File: src/rtl/bwt_pkg.sv
// Shared constants and command codes of the byte wavelet tree block.
`timescale 1ns / 1ps

package bwt_pkg;

  // Default text capacity in symbols.
  localparam int unsigned MAX_LEN_DEF = 4096;

  // One tree level for each bit of a byte symbol.
  localparam int unsigned LEVELS = 8;
  localparam int unsigned LVL_W  = 3;
  localparam int unsigned SYM_W  = 8;

  // Port widths of the query position and of the answer.
  localparam int unsigned POS_W  = 13;
  localparam int unsigned ANS_W  = 13;

  // Number of counting-sort buckets; one for each byte key.
  localparam int unsigned BKT_N  = 256;

  typedef enum logic [1:0] {
    CMD_LOAD   = 2'd0,
    CMD_ACCESS = 2'd1,
    CMD_RANK   = 2'd2,
    CMD_NONE   = 2'd3
  } cmd_e;

endpackage

File: src/rtl/bwt_walk_step.sv
// One level of the tree walk: narrows the node interval and the query index.
`timescale 1ns / 1ps

module bwt_walk_step #(
  parameter int unsigned LEN_W = $clog2(bwt_pkg::MAX_LEN_DEF + 1)
) (
  input  logic [LEN_W-1:0] pos_i,
  input  logic [LEN_W-1:0] idx_i,
  input  logic [LEN_W-1:0] len_i,
  input  logic [LEN_W-1:0] zp_i,
  input  logic [LEN_W-1:0] dz_i,
  input  logic [LEN_W-1:0] zend_i,
  input  logic             bit_i,
  output logic [LEN_W-1:0] pos_o,
  output logic [LEN_W-1:0] idx_o,
  output logic [LEN_W-1:0] len_o
);

  logic [LEN_W-1:0] zn;

  // Zeros inside the current node.
  assign zn = zend_i - zp_i;

  always_comb begin
    if (bit_i) begin
      // The ones child follows all zeros of the node.
      pos_o = pos_i + zn;
      idx_o = idx_i - dz_i;
      len_o = len_i - zn;
    end else begin
      pos_o = pos_i;
      idx_o = dz_i;
      len_o = zn;
    end
  end

endmodule

File: config.mk
export PLATFORM = sky130hd
export DESIGN_NAME = bwt_walk_step
export DESIGN_NICKNAME = d
export VERILOG_FILES = /design/src/rtl/bwt_pkg.sv /design/src/rtl/bwt_walk_step.sv
export SDC_FILE = /design/constraint.sdc
export NUM_CORES = 1
export LEC_CHECK = 0
export BUFFER_PORTS_ARGS = -buffer_cell sky130_fd_sc_hd__buf_2
export CORE_UTILIZATION = 50
export DETAILED_ROUTE_END_ITERATION = 10
export PLACE_DENSITY = 0.85
export SLEW_MARGIN = 40
export SYNTH_ARGS = -nofsm -noshare
export SYNTH_HDL_FRONTEND = slang
export SYNTH_SLANG_ARGS = --single-unit
File: constraint.sdc
create_clock -name vclk -period 9
set_clock_uncertainty 0.05 [all_clocks]
set_input_delay 1.8 -clock vclk [all_inputs]
set_output_delay 1.8 -clock vclk [all_outputs]
set_load 0.01 [all_outputs]
# Word level (Yosys, flattened, before mapping)
# Index checks and enable logic that the tools add are counted.
classes:
  n_addsub: 4
  muxes: 3
ops:
  columns: ["cell", "n"]
  rows:
  - ["13-bit 2-to-1 mux", 3]
  - ["13-bit subtractor", 3]
  - ["13-bit adder", 1]
word_totals:
  register_bits: 0
  output_inout_bits: 39
  elab_cells: 7

# Longest topological paths before layout
logic_depth:
  ltp_word: 3
  depth_mapped: 18

# Least setup slack after synthesis
# Ideal clock, no wire load.
synth_path:
  path_kind: "input port to output port"
  start: "input zend_i[0]"
  end: "output len_o[12]"
  arrival_ns: 5.402
  required_ns: 7.150
  slack_ns: 1.748
  path_stages: 18
  cell_sequence: "inv_1 ha_1 inv_1 fa_1 a21oi_2 and2b_2 nor2_1 xor2_1 ha_1 and3_1 a2111o_1 a21oi_2 o21ai_2 maj3_2 maj3_2 maj3_2 o2bb2ai_1 nand3_1"
synth_via:
  elab_chain_len: 3
synth_lines:
  columns: ["item", "line_no", "source"]
  rows:
  - ["start: declaration", "bwt_walk_step.sv:12", "input logic [LEN_W-1:0] zend_i,"]
  - ["13-bit subtractor (*)", "bwt_walk_step.sv:22", "assign zn = zend_i - zp_i;"]
  - ["13-bit subtractor", "bwt_walk_step.sv:29", "len_o = len_i - zn;"]
  - ["13-bit 2-to-1 mux (*)", "bwt_walk_step.sv:25", "if (bit_i) begin"]
  - ["end: declaration", "bwt_walk_step.sv:16", "output logic [LEN_W-1:0] len_o"]
# Every way passes the cells marked *; elsewhere a longest branch is shown, timed or not.

# Final worst setup path
# Same ends and word-level chain as after synthesis.

==> impl_metrics.json <==
{
  "dr.pass1.iters": 4,
  "yosysSeqAreaShare_pct": 0,
  "hold_start": "dz_i[12]",
  "fin_crit_sh_pct": 84.7,
  "register_area_um2": 0,
  "synthTopCellsByArea": "ha_1 (22%), xnor2_1 (8.1%), inv_1 (7.6%), mux2_2 (4.8%), xor2_1 (4.8%)",
  "gr-total-overflow": 0,
  "cp-start-kind": "input pin",
  "grt_pass1_wl_um": 9380,
  "cp_max_fo": 5,
  "netSwitchingFraction_pct": 52.7,
  "p_clk_share_pct": 0,
  "max_freq_mhz": 131,
  "io_pins": 118,
  "synth.distinct_cells": 60,
  "whs_endpoint": "idx_o[12]",
  "dp_hpwl_um": 5250,
  "grt_pass1_vias": 2490,
  "yosysTopAreaCell": "ha_1",
  "ant_nets": 0,
  "grt_util_met1_pct": 24.2,
  "finalCriticalPeriod_ps": 7620,
  "n_clock_buffer": 0,
  "holdCritPathClass": "input pin to primary output",
  "grt_busiest_layer": "met2",
  "initial_core_util_pct": 53.2,
  "setup_tns_ps": 0,
  "drc_errors": 0,
  "whs_ps": 3820,
  "cts_hold_buf": 0,
  "wirelength_um": 6040,
  "syn_inst": 365,
  "antennaDiodeCount": 0,
  "die_h_um": 73.8,
  "total_power_mw": 0.366,
  "synth_nets": 494,
  "vdd_drop_max_mv": 0.0653,
  "power.density_nw_per_um2": 114,
  "yosysWarnings": 0,
  "final_common_cell": "buf_2",
  "dieArea_um2": 5450,
  "finalSetupViolations": 0,
  "cts_resized": 0,
  "cp-end-kind": "primary output",
  "pwr-share-comb_pct": 100.0,
  "fillers": 427,
  "critical_path_class": "input pin to primary output",
  "finalWeightedCongestion": 0.832,
  "grtUsageMet2_pct": 41.5,
  "worstMarginPinSlew_ps": 641,
  "drt_iter0_markers": 75,
  "cp.arrival_ps": 5770,
  "p_seq_share_pct": 0,
  "p_leak_nw": 1.77,
  "synth_area_per_cell_um2": 7.07,
  "synth_area_um2": 2580,
  "p_int_mw": 0.173,
  "die_w_um": 73.8,
  "sequential_cell_total": 0,
  "antenna_found_initial": 0,
  "p_sw_mw": 0.193,
  "vias_per_cell": 5.29,
  "slew_violations": 0,
  "drive_gt1_share_pct": 29.6,
  "gr-usage-all-layers_pct": 20.8,
  "hold_viol_final": 0,
  "grtUsageMet3_pct": 0.412,
  "final_cell_mix": "buf_2 (117), inv_1 (52), ha_1 (46), nor2_1 (32)",
  "synth_top_area_share_pct": 22.3,
  "status": "finished, final reports clean",
  "hold_depth": 3,
  "post_cts_buffers": 0,
  "fin_util_pct": 66.5,
  "num-nets-final": 607,
  "grt_max_degree": 53,
  "max_cap_viol_count": 0,
  "rsz0062_at_grt": "no",
  "coreArea_um2": 4850,
  "area_delta_synth_final_pct": 24.9,
  "slew_headroom_pct": 56.9,
  "wire_per_inst_um": 11.1,
  "rows": 25,
  "cp.required_ps": 7150,
  "io_buffers": 118,
  "via_count": 2871
}
-- worst max path at each step --
stage | start | to | slack (ps) | cells after the start
final | zend_i[0] | len_o[12] | 1380 | 20
after global placement | zend_i[0] | len_o[12] | 1430 | 20
after floorplan | zend_i[0] | len_o[12] | 1750 | 18
after detailed placement | zend_i[0] | len_o[12] | 1380 | 20
after global routing | zend_i[0] | len_o[12] | 1100 | 20
after CTS | zend_i[0] | len_o[12] | 1370 | 20
-- final cells by class --
cell class / count / area, µm² / share of cell area, %
multi-input cells: 305 / 2350 / 72.8
repair buffers: 118 / 593 / 18.4
inverters: 53 / 199 / 6.17
well taps: 67 / 83.8 / 2.60
-- cells in the mapped netlist, types with 2 or more instances --
master,n
mux2_2,11
and2_1,2
clkbuf_1,4
or3_1,4
fa_1,4
o21ai_0,24
nand2b_1,5
o41ai_1,3
o2111ai_1,2
mux2i_1,8
a31oi_1,4
nor3_1,11
a21o_1,7
nor3b_1,2
nor2_1,32
nand2_1,21
a21boi_0,2
xor2_1,14
maj3_2,3
a21oi_1,18
nor2b_1,5
o211ai_1,3
inv_1,52
o21a_1,5
ha_1,46
nand3_1,9
xnor2_1,24
and3_1,3
o21bai_1,4
o21ai_1,2
a21oi_2,2
-- power groups by stage --
stage          clock network, mW  registers [mW]  logic [mW]
2_1_floorplan                  0               0       0.267
3_3_place_gp                   0               0       0.354
3_5_place_dp                   0               0       0.365
4_1_cts                        0               0       0.367
5_1_grt                        0               0       0.409
6_report                       0               0       0.366
-- through the flow --
stage	instance area (µm²)	cells	setup WS [ps]
finish	3220	543	1380
floorplan	2580	365	1750
detailed placement	3220	543	1380
global placement	3220	543	1430
CTS	3220	543	1370
global route	3220	543	1100
-- cells by family after synthesis --
family	Yosys count	synth area share [%]
AND/OR/NAND/NOR	107	21.1
AO/OA/AOI/OAI	87	21.9
buffers and inverters	60	9.07
adder cells (fa/ha/maj)	54	27.1
XOR/XNOR	38	12.9
multiplexers	19	7.91
-- metal layers --
metal / up-vias / wire length, µm
li1: 1501 / -
met5: - / 0
met1: 1275 / 2750
met2: 89 / 2970
met4: 0 / 60
met3: 6 / 266
-- worst max-delay path, cell delays in order --
cell and delay, ps:
buf_2 90, inv_1 50, ha_1 160, inv_1 60
fa_1 410, a21oi_2 170, and2b_2 230, nor2_1 110
xor2_1 230, ha_1 320, and3_1 160, a2111o_1 450
a21oi_2 160, o21ai_2 80, maj3_2 310, maj3_2 350
maj3_2 330, o2bb2ai_1 120, nand3_1 70, buf_2 130
Note: power is estimated with default switching activity, not from simulation.
